File: config.mk
export PLATFORM = sky130hd
export DESIGN_NAME = rds_group_text_assembler
export DESIGN_NICKNAME = d
export VERILOG_FILES = /design/src/hw/rtl/rgta_pkg.sv /design/src/hw/rtl/rgta_ram.sv /design/src/hw/rtl/rds_group_text_assembler.sv
export SDC_FILE = /design/constraint.sdc
export NUM_CORES = 2
export LEC_CHECK = 0
export BUFFER_PORTS_ARGS = -buffer_cell sky130_fd_sc_hd__buf_2
export CORE_AREA = 2 2 468 470
export CTS_BUF_LIST = sky130_fd_sc_hd__clkbuf_8
export DETAILED_ROUTE_END_ITERATION = 6
export DIE_AREA = 0 0 470 472
export MAX_ROUTING_LAYER = met4
export PLACE_DENSITY = 0.82
export SYNTH_ARGS = -nofsm -noshare
export SYNTH_HDL_FRONTEND = slang
export SYNTH_SLANG_ARGS = --single-unit
File: constraint.sdc
create_clock -name clk -period 6.2 [get_ports clk]
set_input_delay 0.93 -clock clk [delete_from_list [all_inputs] [get_ports clk]]
set_output_delay 0.93 -clock clk [all_outputs]
set_load 0.02 [all_outputs]
File: src/hw/rtl/rgta_pkg.sv
`timescale 1ns / 1ps
// ----------------------------------------------------------------------------
// rgta_pkg
// Shared types and constants of the RDS group text assembler.
// ----------------------------------------------------------------------------
package rgta_pkg;

	localparam int STORE_DEPTH = 208;
	localparam int ADDR_W      = 8;

	localparam logic [7:0] BASE_NAME = 8'd0;
	localparam logic [7:0] BASE_RT   = 8'd8;
	localparam logic [7:0] BASE_TN   = 8'd72;
	localparam logic [7:0] BASE_ERT  = 8'd80;

	localparam logic [15:0] AID_TAGGING  = 16'h4bd7;
	localparam logic [15:0] AID_ENHANCED = 16'h6552;
	localparam logic [7:0]  CHAR_CR      = 8'h0d;

	localparam logic [3:0] GT_NAME = 4'd0;
	localparam logic [3:0] GT_RT   = 4'd2;
	localparam logic [3:0] GT_ODA  = 4'd3;
	localparam logic [3:0] GT_TN   = 4'd10;

	localparam logic [2:0] STAT_IGNORED   = 3'd0;
	localparam logic [2:0] STAT_BUFFERED  = 3'd1;
	localparam logic [2:0] STAT_CONFIRMED = 3'd2;
	localparam logic [2:0] STAT_RESTARTED = 3'd3;
	localparam logic [2:0] STAT_COMPLETE  = 3'd4;
	localparam logic [2:0] STAT_EMPTY     = 3'd5;
	localparam logic [2:0] STAT_APP_REG   = 3'd6;

	localparam logic [1:0] KIND_NAME = 2'd0;
	localparam logic [1:0] KIND_RT   = 2'd1;
	localparam logic [1:0] KIND_TN   = 2'd2;
	localparam logic [1:0] KIND_ERT  = 2'd3;

	typedef enum logic [4:0] {
		ST_CLEAR,
		ST_IDLE,
		ST_EMIT,
		ST_RX_RD,
		ST_RX_EV,
		ST_CF_RD,
		ST_CF_EV,
		ST_MASK,
		ST_WIPE,
		ST_REFILL,
		ST_POST,
		ST_SCAN_RD,
		ST_SCAN_EV,
		ST_FULL_CHK,
		ST_OUT_RD0,
		ST_OUT_RD1,
		ST_OUT_EV,
		ST_OUT_EMIT
	} state_t;

endpackage

File: src/hw/rtl/rgta_ram.sv
`timescale 1ns / 1ps
// ----------------------------------------------------------------------------
// rgta_ram
// Generic single-write, single-read RAM with registered read data.
// ----------------------------------------------------------------------------
module rgta_ram #(
	parameter int WIDTH = 8,
	parameter int DEPTH = 256
) (
	input  logic                     clk,
	input  logic                     we,
	input  logic [$clog2(DEPTH)-1:0] waddr,
	input  logic [WIDTH-1:0]         wdata,
	input  logic [$clog2(DEPTH)-1:0] raddr,
	output logic [WIDTH-1:0]         rdata
);

	logic [WIDTH-1:0] mem [DEPTH];

	always_ff @(posedge clk) begin
		if (we) begin
			mem[waddr] <= wdata;
		end
		rdata <= mem[raddr];
	end

endmodule

File: src/hw/rtl/rds_group_text_assembler.sv
`timescale 1ns / 1ps
// ----------------------------------------------------------------------------
// rds_group_text_assembler
// Assembles service name, RadioText, type name and enhanced RadioText from
// RDS groups, confirming each segment on a second identical copy.
// ----------------------------------------------------------------------------
// A text group is checked byte by byte against the receive RAM and then the
// confirmed RAM; a restart wipes a RadioText or enhanced RadioText, a
// carriage-return scan may mark a text complete early, and a complete text is
// read out in byte pairs. One group at a time; the byte-wide receive and
// confirmed RAMs set the pace. After reset both RAMs are cleared, during
// which no request is taken.
module rds_group_text_assembler
	import rgta_pkg::*;
(
	input  logic        clk,
	input  logic        arst_n,
	input  logic        grp_valid,
	output logic        grp_stall,
	input  logic [15:0] block_b,
	input  logic [15:0] block_c,
	input  logic [15:0] block_d,
	output logic        res_valid,
	input  logic        res_stall,
	output logic [2:0]  status,
	output logic [1:0]  text_kind,
	output logic [4:0]  segment_number,
	output logic [15:0] text_pair,
	output logic [5:0]  pair_index,
	output logic        last
);

	state_t state_q, state_d;

	logic [3:0]  name_seen_q;
	logic [15:0] rt_seen_q;
	logic [1:0]  tn_seen_q;
	logic [31:0] ert_seen_q;
	logic [3:0]  tag_gt_q;
	logic        tag_tmpl_q;
	logic [3:0]  ert_gt_q;
	logic [2:0]  ert_table_q;
	logic        ert_utf8_q;

	logic [1:0]  kind_q;
	logic [4:0]  seg_q;
	logic        bpc4_q;
	logic [7:0]  len_q;
	logic [7:0]  base_q;
	logic        wide_q;
	logic        long_q;
	logic [7:0]  bytes_q [4];
	logic [1:0]  idx_q;
	logic        same_q;
	logic        restart_q;
	logic [7:0]  scan_q;
	logic [5:0]  pair_cnt_q;
	logic [7:0]  hi_q;
	logic [7:0]  lo_q;
	logic [2:0]  em_status_q;

	logic        res_valid_q;
	logic [2:0]  status_q;
	logic [1:0]  kind_out_q;
	logic [4:0]  seg_out_q;
	logic [15:0] pair_out_q;
	logic [5:0]  idx_out_q;
	logic        last_q;

	logic        rx_we, cf_we;
	logic [7:0]  rx_waddr, cf_waddr, rx_raddr, cf_raddr;
	logic [7:0]  rx_wdata, cf_wdata, rx_rdata, cf_rdata;

	// decode of the request at the input
	logic [3:0]  gt;
	logic        vb;
	logic        dec_text, dec_tag_set, dec_ert_set;
	logic [1:0]  dec_kind;
	logic [4:0]  dec_seg;
	logic        dec_bpc4, dec_wide, dec_long;
	logic [7:0]  dec_len, dec_base;
	logic [7:0]  dec_bytes [4];
	logic [2:0]  dec_status;
	logic [3:0]  agt;

	logic        accept, out_free, load_res;
	logic [6:0]  off;
	logic [7:0]  seg_addr, pair_addr;
	logic        seg_end, byte_diff_rx, byte_diff_cf;
	logic [31:0] cur_mask, full_mask, flag;
	logic        hit;
	logic        mask_we;
	logic [31:0] mask_wd;
	logic [7:0]  scan_nxt;
	logic        scan_brk, scan_cr, scan_done;
	logic        is_empty;
	logic [5:0]  last_pair;
	logic        out_last;

	assign gt  = block_b[15:12];
	assign vb  = block_b[11];
	assign agt = block_b[4:1];

	always_comb begin
		dec_text    = 1'b0;
		dec_tag_set = 1'b0;
		dec_ert_set = 1'b0;
		dec_kind    = KIND_NAME;
		dec_seg     = 5'd0;
		dec_bpc4    = 1'b1;
		dec_wide    = 1'b0;
		dec_long    = 1'b0;
		dec_len     = 8'd8;
		dec_base    = BASE_NAME;
		dec_status  = STAT_IGNORED;
		dec_bytes[0] = block_c[15:8];
		dec_bytes[1] = block_c[7:0];
		dec_bytes[2] = block_d[15:8];
		dec_bytes[3] = block_d[7:0];
		priority if (gt == GT_NAME) begin
			dec_text     = 1'b1;
			dec_seg      = {3'd0, block_b[1:0]};
			dec_bpc4     = 1'b0;
			dec_bytes[0] = block_d[15:8];
			dec_bytes[1] = block_d[7:0];
		end else if (gt == GT_RT) begin
			dec_text = 1'b1;
			dec_kind = KIND_RT;
			dec_seg  = {1'b0, block_b[3:0]};
			dec_base = BASE_RT;
			dec_long = 1'b1;
			if (vb) begin
				dec_bpc4     = 1'b0;
				dec_len      = 8'd32;
				dec_bytes[0] = block_d[15:8];
				dec_bytes[1] = block_d[7:0];
			end else begin
				dec_len = 8'd64;
			end
		end else if (gt == GT_ODA && !vb) begin
			if (block_d == AID_TAGGING && tag_gt_q != agt) begin
				dec_tag_set = 1'b1;
				dec_status  = STAT_APP_REG;
			end else if (block_d == AID_ENHANCED && ert_gt_q != agt) begin
				dec_ert_set = 1'b1;
				dec_status  = STAT_APP_REG;
			end
		end else if (gt == GT_TN && !vb) begin
			dec_text = 1'b1;
			dec_kind = KIND_TN;
			dec_seg  = {4'd0, block_b[0]};
			dec_base = BASE_TN;
		end else if (gt == GT_ODA || gt == GT_TN || vb) begin
			dec_text = 1'b0;
		end else if (gt == tag_gt_q && !tag_tmpl_q) begin
			dec_text = 1'b0;
		end else if (gt == ert_gt_q && ert_table_q == 3'd0) begin
			dec_text = 1'b1;
			dec_kind = KIND_ERT;
			dec_seg  = block_b[4:0];
			dec_base = BASE_ERT;
			dec_len  = 8'd128;
			dec_long = 1'b1;
			dec_wide = !ert_utf8_q;
		end
	end

	// datapath helpers
	assign off       = bpc4_q ? {seg_q, 2'b00} : {1'b0, seg_q, 1'b0};
	assign seg_addr  = 8'(base_q + {1'b0, off} + {6'd0, idx_q});
	assign pair_addr = 8'(base_q + {1'b0, pair_cnt_q, (state_q == ST_OUT_RD1)});
	assign seg_end   = (idx_q == (bpc4_q ? 2'd3 : 2'd1));
	assign byte_diff_rx = (rx_rdata != bytes_q[idx_q]);
	assign byte_diff_cf = (cf_rdata != bytes_q[idx_q]);
	assign flag      = 32'd1 << seg_q;
	assign last_pair = 6'(len_q[7:1] - 7'd1);
	assign out_last  = (pair_cnt_q == last_pair);
	assign out_free  = !res_valid_q || !res_stall;
	assign accept    = grp_valid && !grp_stall;

	always_comb begin
		unique case (kind_q)
			KIND_NAME: begin
				cur_mask  = {28'd0, name_seen_q};
				full_mask = 32'h0000000f;
			end
			KIND_RT: begin
				cur_mask  = {16'd0, rt_seen_q};
				full_mask = 32'h0000ffff;
			end
			KIND_TN: begin
				cur_mask  = {30'd0, tn_seen_q};
				full_mask = 32'h00000003;
			end
			default: begin
				cur_mask  = ert_seen_q;
				full_mask = 32'hffffffff;
			end
		endcase
	end
	assign hit = |(cur_mask & flag);

	always_comb begin
		scan_brk = 1'b0;
		scan_cr  = 1'b0;
		scan_nxt = 8'(scan_q + 8'd1);
		if (wide_q && !scan_q[0]) begin
			if (cf_rdata != 8'd0) begin
				scan_nxt = 8'(scan_q + 8'd2);
			end
		end else begin
			scan_brk = (cf_rdata == 8'd0);
			scan_cr  = (cf_rdata == CHAR_CR);
		end
		scan_done = scan_brk || scan_cr || (scan_nxt >= len_q);
	end

	assign is_empty = wide_q ? (hi_q == 8'd0 && (cf_rdata == 8'd0 || cf_rdata == CHAR_CR))
	                         : (hi_q == 8'd0 || hi_q == CHAR_CR);

	// sequencer
	always_comb begin
		state_d   = state_q;
		grp_stall = 1'b1;
		rx_we     = 1'b0;
		cf_we     = 1'b0;
		rx_waddr  = seg_addr;
		cf_waddr  = seg_addr;
		rx_wdata  = bytes_q[idx_q];
		cf_wdata  = bytes_q[idx_q];
		rx_raddr  = seg_addr;
		cf_raddr  = seg_addr;
		mask_we   = 1'b0;
		mask_wd   = (hit ? 32'd0 : cur_mask) | flag;
		load_res  = 1'b0;
		unique case (state_q)
			ST_CLEAR: begin
				rx_we    = 1'b1;
				cf_we    = 1'b1;
				rx_waddr = scan_q;
				cf_waddr = scan_q;
				rx_wdata = 8'd0;
				cf_wdata = 8'd0;
				if (scan_q == 8'(STORE_DEPTH - 1)) begin
					state_d = ST_IDLE;
				end
			end
			ST_IDLE: begin
				grp_stall = 1'b0;
				if (grp_valid) begin
					state_d = dec_text ? ST_RX_RD : ST_EMIT;
				end
			end
			ST_EMIT: begin
				if (out_free) begin
					load_res = 1'b1;
					state_d  = ST_IDLE;
				end
			end
			ST_RX_RD: state_d = ST_RX_EV;
			ST_RX_EV: begin
				rx_we = byte_diff_rx;
				if (!seg_end) begin
					state_d = ST_RX_RD;
				end else if (same_q && !byte_diff_rx) begin
					state_d = ST_CF_RD;
				end else begin
					state_d = ST_EMIT;
				end
			end
			ST_CF_RD: state_d = ST_CF_EV;
			ST_CF_EV: begin
				cf_we   = byte_diff_cf;
				state_d = seg_end ? ST_MASK : ST_CF_RD;
			end
			ST_MASK: begin
				if (hit && same_q) begin
					state_d = ST_EMIT;
				end else begin
					mask_we = 1'b1;
					state_d = (hit && long_q) ? ST_WIPE : ST_POST;
				end
			end
			ST_WIPE: begin
				cf_we    = 1'b1;
				cf_waddr = 8'(base_q + scan_q);
				cf_wdata = 8'd0;
				if (scan_q == 8'(len_q - 8'd1)) begin
					state_d = ST_REFILL;
				end
			end
			ST_REFILL: begin
				cf_we = 1'b1;
				if (seg_end) begin
					state_d = ST_POST;
				end
			end
			ST_POST: begin
				state_d = (cur_mask != full_mask && long_q) ? ST_SCAN_RD : ST_FULL_CHK;
			end
			ST_SCAN_RD: begin
				cf_raddr = 8'(base_q + scan_q);
				state_d  = ST_SCAN_EV;
			end
			ST_SCAN_EV: begin
				mask_we = scan_cr;
				mask_wd = full_mask;
				state_d = scan_done ? ST_FULL_CHK : ST_SCAN_RD;
			end
			ST_FULL_CHK: begin
				state_d = (cur_mask == full_mask) ? ST_OUT_RD0 : ST_EMIT;
			end
			ST_OUT_RD0: begin
				cf_raddr = pair_addr;
				state_d  = ST_OUT_RD1;
			end
			ST_OUT_RD1: begin
				cf_raddr = pair_addr;
				state_d  = ST_OUT_EV;
			end
			ST_OUT_EV: begin
				state_d = (pair_cnt_q == 6'd0 && is_empty) ? ST_EMIT : ST_OUT_EMIT;
			end
			ST_OUT_EMIT: begin
				if (out_free) begin
					load_res = 1'b1;
					state_d  = out_last ? ST_IDLE : ST_OUT_RD0;
				end
			end
			default: state_d = ST_IDLE;
		endcase
	end

	always_ff @(posedge clk or negedge arst_n) begin
		if (!arst_n) begin
			state_q <= ST_CLEAR;
		end else begin
			state_q <= state_d;
		end
	end

	// control state: masks and announcement registers
	always_ff @(posedge clk or negedge arst_n) begin
		if (!arst_n) begin
			name_seen_q <= '0;
			rt_seen_q   <= '0;
			tn_seen_q   <= '0;
			ert_seen_q  <= '0;
			tag_gt_q    <= '0;
			tag_tmpl_q  <= 1'b0;
			ert_gt_q    <= '0;
			ert_table_q <= '0;
			ert_utf8_q  <= 1'b0;
			scan_q      <= '0;
			res_valid_q <= 1'b0;
		end else begin
			if (mask_we) begin
				unique case (kind_q)
					KIND_NAME: name_seen_q <= mask_wd[3:0];
					KIND_RT:   rt_seen_q   <= mask_wd[15:0];
					KIND_TN:   tn_seen_q   <= mask_wd[1:0];
					default:   ert_seen_q  <= mask_wd;
				endcase
			end
			if (accept && dec_tag_set) begin
				tag_gt_q   <= agt;
				tag_tmpl_q <= block_c[12];
			end
			if (accept && dec_ert_set) begin
				ert_gt_q    <= agt;
				ert_table_q <= block_c[4:2];
				ert_utf8_q  <= block_c[0];
			end
			if (state_q == ST_CLEAR || state_q == ST_WIPE) begin
				scan_q <= 8'(scan_q + 8'd1);
			end else if (state_q == ST_POST || state_q == ST_MASK) begin
				scan_q <= '0;
			end else if (state_q == ST_SCAN_EV) begin
				scan_q <= scan_nxt;
			end
			if (load_res) begin
				res_valid_q <= 1'b1;
			end else if (!res_stall) begin
				res_valid_q <= 1'b0;
			end
		end
	end

	// working registers of the current request
	always_ff @(posedge clk) begin
		unique case (state_q)
			ST_IDLE: begin
				if (accept) begin
					kind_q      <= dec_kind;
					seg_q       <= dec_seg;
					bpc4_q      <= dec_bpc4;
					len_q       <= dec_len;
					base_q      <= dec_base;
					wide_q      <= dec_wide;
					long_q      <= dec_long;
					bytes_q     <= dec_bytes;
					idx_q       <= '0;
					same_q      <= 1'b1;
					restart_q   <= 1'b0;
					em_status_q <= dec_status;
				end
			end
			ST_RX_EV: begin
				if (byte_diff_rx) begin
					same_q <= 1'b0;
				end
				if (!seg_end) begin
					idx_q <= 2'(idx_q + 2'd1);
				end else if (same_q && !byte_diff_rx) begin
					idx_q <= '0;
				end else begin
					em_status_q <= STAT_BUFFERED;
				end
			end
			ST_CF_EV: begin
				if (byte_diff_cf) begin
					same_q <= 1'b0;
				end
				idx_q <= 2'(idx_q + 2'd1);
			end
			ST_MASK: begin
				em_status_q <= STAT_IGNORED;
				restart_q   <= hit;
				idx_q       <= '0;
			end
			ST_REFILL: idx_q <= 2'(idx_q + 2'd1);
			ST_FULL_CHK: begin
				pair_cnt_q  <= '0;
				em_status_q <= restart_q ? STAT_RESTARTED : STAT_CONFIRMED;
			end
			ST_OUT_RD1: hi_q <= cf_rdata;
			ST_OUT_EV: begin
				lo_q        <= cf_rdata;
				em_status_q <= STAT_EMPTY;
			end
			ST_OUT_EMIT: begin
				if (out_free) begin
					pair_cnt_q <= 6'(pair_cnt_q + 6'd1);
				end
			end
			default: begin
			end
		endcase
		if (load_res) begin
			kind_out_q <= kind_q;
			seg_out_q  <= seg_q;
			if (state_q == ST_OUT_EMIT) begin
				status_q   <= STAT_COMPLETE;
				pair_out_q <= {hi_q, lo_q};
				idx_out_q  <= pair_cnt_q;
				last_q     <= out_last;
			end else begin
				status_q   <= em_status_q;
				pair_out_q <= '0;
				idx_out_q  <= '0;
				last_q     <= 1'b1;
			end
		end
	end

	rgta_ram #(.WIDTH(8), .DEPTH(STORE_DEPTH)) u_rx_ram (
		.clk   (clk),
		.we    (rx_we),
		.waddr (rx_waddr),
		.wdata (rx_wdata),
		.raddr (rx_raddr),
		.rdata (rx_rdata)
	);

	rgta_ram #(.WIDTH(8), .DEPTH(STORE_DEPTH)) u_cf_ram (
		.clk   (clk),
		.we    (cf_we),
		.waddr (cf_waddr),
		.wdata (cf_wdata),
		.raddr (cf_raddr),
		.rdata (cf_rdata)
	);

	assign res_valid      = res_valid_q;
	assign status         = status_q;
	assign text_kind      = kind_out_q;
	assign segment_number = seg_out_q;
	assign text_pair      = pair_out_q;
	assign pair_index     = idx_out_q;
	assign last           = last_q;

	a_one_at_a_time: assert property (@(posedge clk) disable iff (!arst_n)
		accept |=> grp_stall)
		else $error("request taken while another is in work");

	a_no_take_in_clear: assert property (@(posedge clk) disable iff (!arst_n)
		state_q == ST_CLEAR |-> grp_stall)
		else $error("request taken during RAM clear");

	a_midtext_complete: assert property (@(posedge clk) disable iff (!arst_n)
		res_valid_q && !last_q |-> status_q == STAT_COMPLETE)
		else $error("non-final result without complete status");

	a_index_only_complete: assert property (@(posedge clk) disable iff (!arst_n)
		res_valid_q && idx_out_q != 6'd0 |-> status_q == STAT_COMPLETE)
		else $error("pair index on a non-readout result");

endmodule

==> results.md <==
- Initial Util: 0.658
- Reg clk slew, reported paths: 0.07 ns
- Post-CTS setup buffers: 0
- Register area share after synthesis: 0.741
- CTS HTree Levels: 6
- VDD IR-drop max: 0.524 mV
- Post-DP HPWL: 215 mm
- Synth unique cells: 96
- Slew HR: 0.110
- Clock network power share: 0.241
- Commonest cells after routing, fill and taps aside: 3436 x edfxtp_1, 1120 x nand2_1, 586 x clkbuf_8
- Via count: 84700
- Max-slew violations: 0
- I/O Buffers: 80
- Post-route ant nets: 0
- Commonest non-fill, non-tap cell in the layout: edfxtp_1
- Rows: 171
- Finished Layout Cells: 12000
- Vias in the first global route: 82700
- Post-CTS resize count: 0
- Minimum clock period: 5.34 ns
- Most frequent CP cell: nor2_1
- Io pins: 87
- Hold_buf cts: 0
- Clock latency on the worst-skew pair: 1.11 ns
- Synth area leaders: edfxtp_1 72%, mux4_2 9.0%, nand2_1 3.0%
- Maxcap violations: 0
- Final setup fails: 0
- Nature of the critical path startpoint: register
- Crit-path cells: mux4_2, xnor2_1, nand4_1, nor2_1, o32a_1, a211oi_1, nand2_1, buf_4, nor2_1
- Cell-internal power: 47.8 mW
- Total negative slack: 0 ns
- Worst-Margin Slew: 1.33 ns
- Part of the power in registers: 0.424
- YS warnings: 0
- Grt ovf: 0
- Routed WL: 383 mm
- Die area: 222000 µm²
- Synthesized-area fraction occupied by adder cells: 0.00213
- Switch Pwr: 27.5 mW
- Fin util: 0.720
- Cts bufs inserted: 554
- Logic pwr share: 0.335
- Fin Hold WS: 0.0310 ns
- CTS tree: done
- Number of synthesized flops with an enable pin: 3436
- Post-synthesis compound-gate area fraction: 0.0575
- Root Buffer: clkbuf_8
- Simple-gate share of the synthesized area: 0.0734
- Clock skew: 0.0829 ns
- Max Freq: 187 MHz
- Top_reg_cell synth: edfxtp_1
- Layout Area Growth over Synthesis: 9.42%
- Fraction of layout cells with a size suffix above 1: 0.181
- DR pass1 iterations: 7
- Largest net degree at the start of global routing: 168
- Post-synth top area share: 0.724
- Hold Crit Class: input pin to asynchronous set/reset pin
- Avg WL per Cell: 32.0 µm
- Clk sinks: 3533
- Max Fanout on Critical Path: 10
- Routed vias/inst: 7.08
- DR DRC count: 3
- Longest Clk Path Bufs: 4
- Synthesized area: 142000 µm²
- First-pass GRT wire length: 545 mm
- CP max stage cell: nand2_1
- CP Class: register to register
- Routability cong.: 0.936
- Failing checks: DRC
- Nets@finish: 8779
- Die Wd: 470 µm
- Switch share: 0.365
- Die height: 472 µm
- Placed cell count: 11000
- Final hold vios: 0
- Ys async rst share: 0.0229
- RSZ-0062 raised after global routing: no
- Core ar.: 217000 µm²
- Initial drt markers: 15300
- Outcome: finished, violations left
- Cells after Synth: 8484
- Syn_nets: 8559
- Total Routing Usage GR: 0.345
- Leak: 51.6 nW
- Largest stage delay, worst path: 1.02 ns
- Power Density: 483 nW/µm²
- Worst Path Arrival: 6.00 ns
- Mapped Avg Cell Area: 16.8 µm²
- Area leader, netlist: edfxtp_1
- Main combinational cell family by area after synthesis: multiplexers
- Post-synthesis xor/xnor area fraction: 0.00374
- Initial antenna violation count: 16
- Mux contribution to synthesized area: 0.103
- Crit end category: register
- CP required: 6.87 ns
- #FFs+latches synth: 3533
- Tcrit/Tclk final: 0.861
## through the flow
| stage | power [mW] | setup slack [ns] | cell area, µm² |
|---|---|---|---|
| 2_1_floorplan | 47.3 | 1.25 | 142000 |
| 3_3_place_gp | 55.4 | 1.07 | 146000 |
| 3_5_place_dp | 56.6 | 0.973 | 146000 |
| 4_1_cts | 74.3 | 1.00 | 156000 |
| 5_1_grt | 77.0 | 0.760 | 156000 |
| 6_report | 75.3 | 0.863 | 156000 |
## final timing paths
path | start | cells past startpoint | slack [ns] | endpoint
hold / removal | arst_n | 1 | 0.03 | scan_q[3]$_DFFE_PN0P_
min in group clk | block_d[15] | 1 | 0.06 | bytes_q[15]$_DFFE_PP_
setup reg to reg | idx_q[0]$_DFFE_PP_ | 9 | 0.86 | u_cf_ram.mem[83][2]$_DFFE_PP_
max in group asynchronous | arst_n | 1 | 5.42 | ert_seen_q[26]$_DFFE_PN0P_
setup / recovery | idx_q[0]$_DFFE_PP_ | 9 | 0.86 | u_cf_ram.mem[83][2]$_DFFE_PP_
hold reg to reg | ert_seen_q[8]$_DFFE_PN0P_ | 2 | 0.47 | ert_seen_q[8]$_DFFE_PN0P_
## critical path, delay by kind of cell (launching register included)
kind / cells / cell delay [ns]
and+or+nand+nor: 4 / 1.80
xor gates and xnor gates: 1 / 0.18
muxes: 1 / 0.77
buffers and inverters: 1 / 0.55
DFF: 1 / 0.84
AOI/OAI and AO/OA: 2 / 0.80
## cell type report
class,count,area (µm²)
Clock buffer,586,8070
Antenna cell,22,55.1
Inverter,40,150
Fill cell,11900,60700
Sequential cell,3533,106000
Tap cell,2854,3570
Timing Repair Buffer,262,2270
Clock inverter,355,1710
Multi-Input combinational cell,4313,34500
## power by group through the flow
stage / clock (mW) / combinational (mW) / sequential [mW]
floorplan: 0 / 14.5 / 32.9
global placement: 0 / 23.1 / 32.3
detailed placement: 0 / 24.2 / 32.4
CTS: 18.0 / 24.4 / 31.9
global route: 19.1 / 25.9 / 32.0
finish: 18.1 / 25.2 / 32.0
## logic make-up after synthesis
| logic type | count (synthesis) |
|---|---|
| flip-flops | 3533 |
| AO/OA/AOI/OAI | 1136 |
| AND/OR/NAND/NOR | 2347 |
| buffers and inverters | 638 |
| XOR/XNOR | 60 |
| multiplexers | 747 |
| adder cells (fa/ha/maj) | 23 |
## routing by layer
layer	vias up	share of wire	track usage	wire, µm
met2	7255	0.48	0.523	183000
li1	34100	-	-	-
met5	-	0	-	0
met3	1352	0.13	0.0825	48100
met1	42000	0.33	0.438	128000
met4	0	0.062	0.184	23900
## cells in the mapped netlist, types with 15 or more instances
cell	count
buf_2	189
nand3_1	125
dfxtp_1	16
a221oi_1	24
a22o_1	40
a22oi_1	22
a21oi_1	124
xor2_1	22
a311oi_1	137
mux4_2	569
xnor2_1	37
nor4_1	23
o2bb2ai_1	18
nand2b_1	22
ha_1	21
inv_1	40
a32oi_1	35
mux2i_1	93
nor2b_1	28
o21ai_0	124
a211oi_1	255
a31oi_1	183
nand2_1	1137
buf_1	66
o221ai_1	19
clkbuf_1	330
nor2_1	505
mux2_2	72
nor3_1	38
edfxtp_1	3436
and2_1	58
nand4_1	15
dfrtp_1	81
and3_1	339
## sequential cells by signal (all words and copies together) (netlist names), 16 cells and up
signal	count
text_pair	16
rt_seen_q	16
u_rx_ram.mem	1664
u_cf_ram.mem	1664
ert_seen_q	32
bytes_q	32
Note: power is estimated with default switching activity, not from simulation.
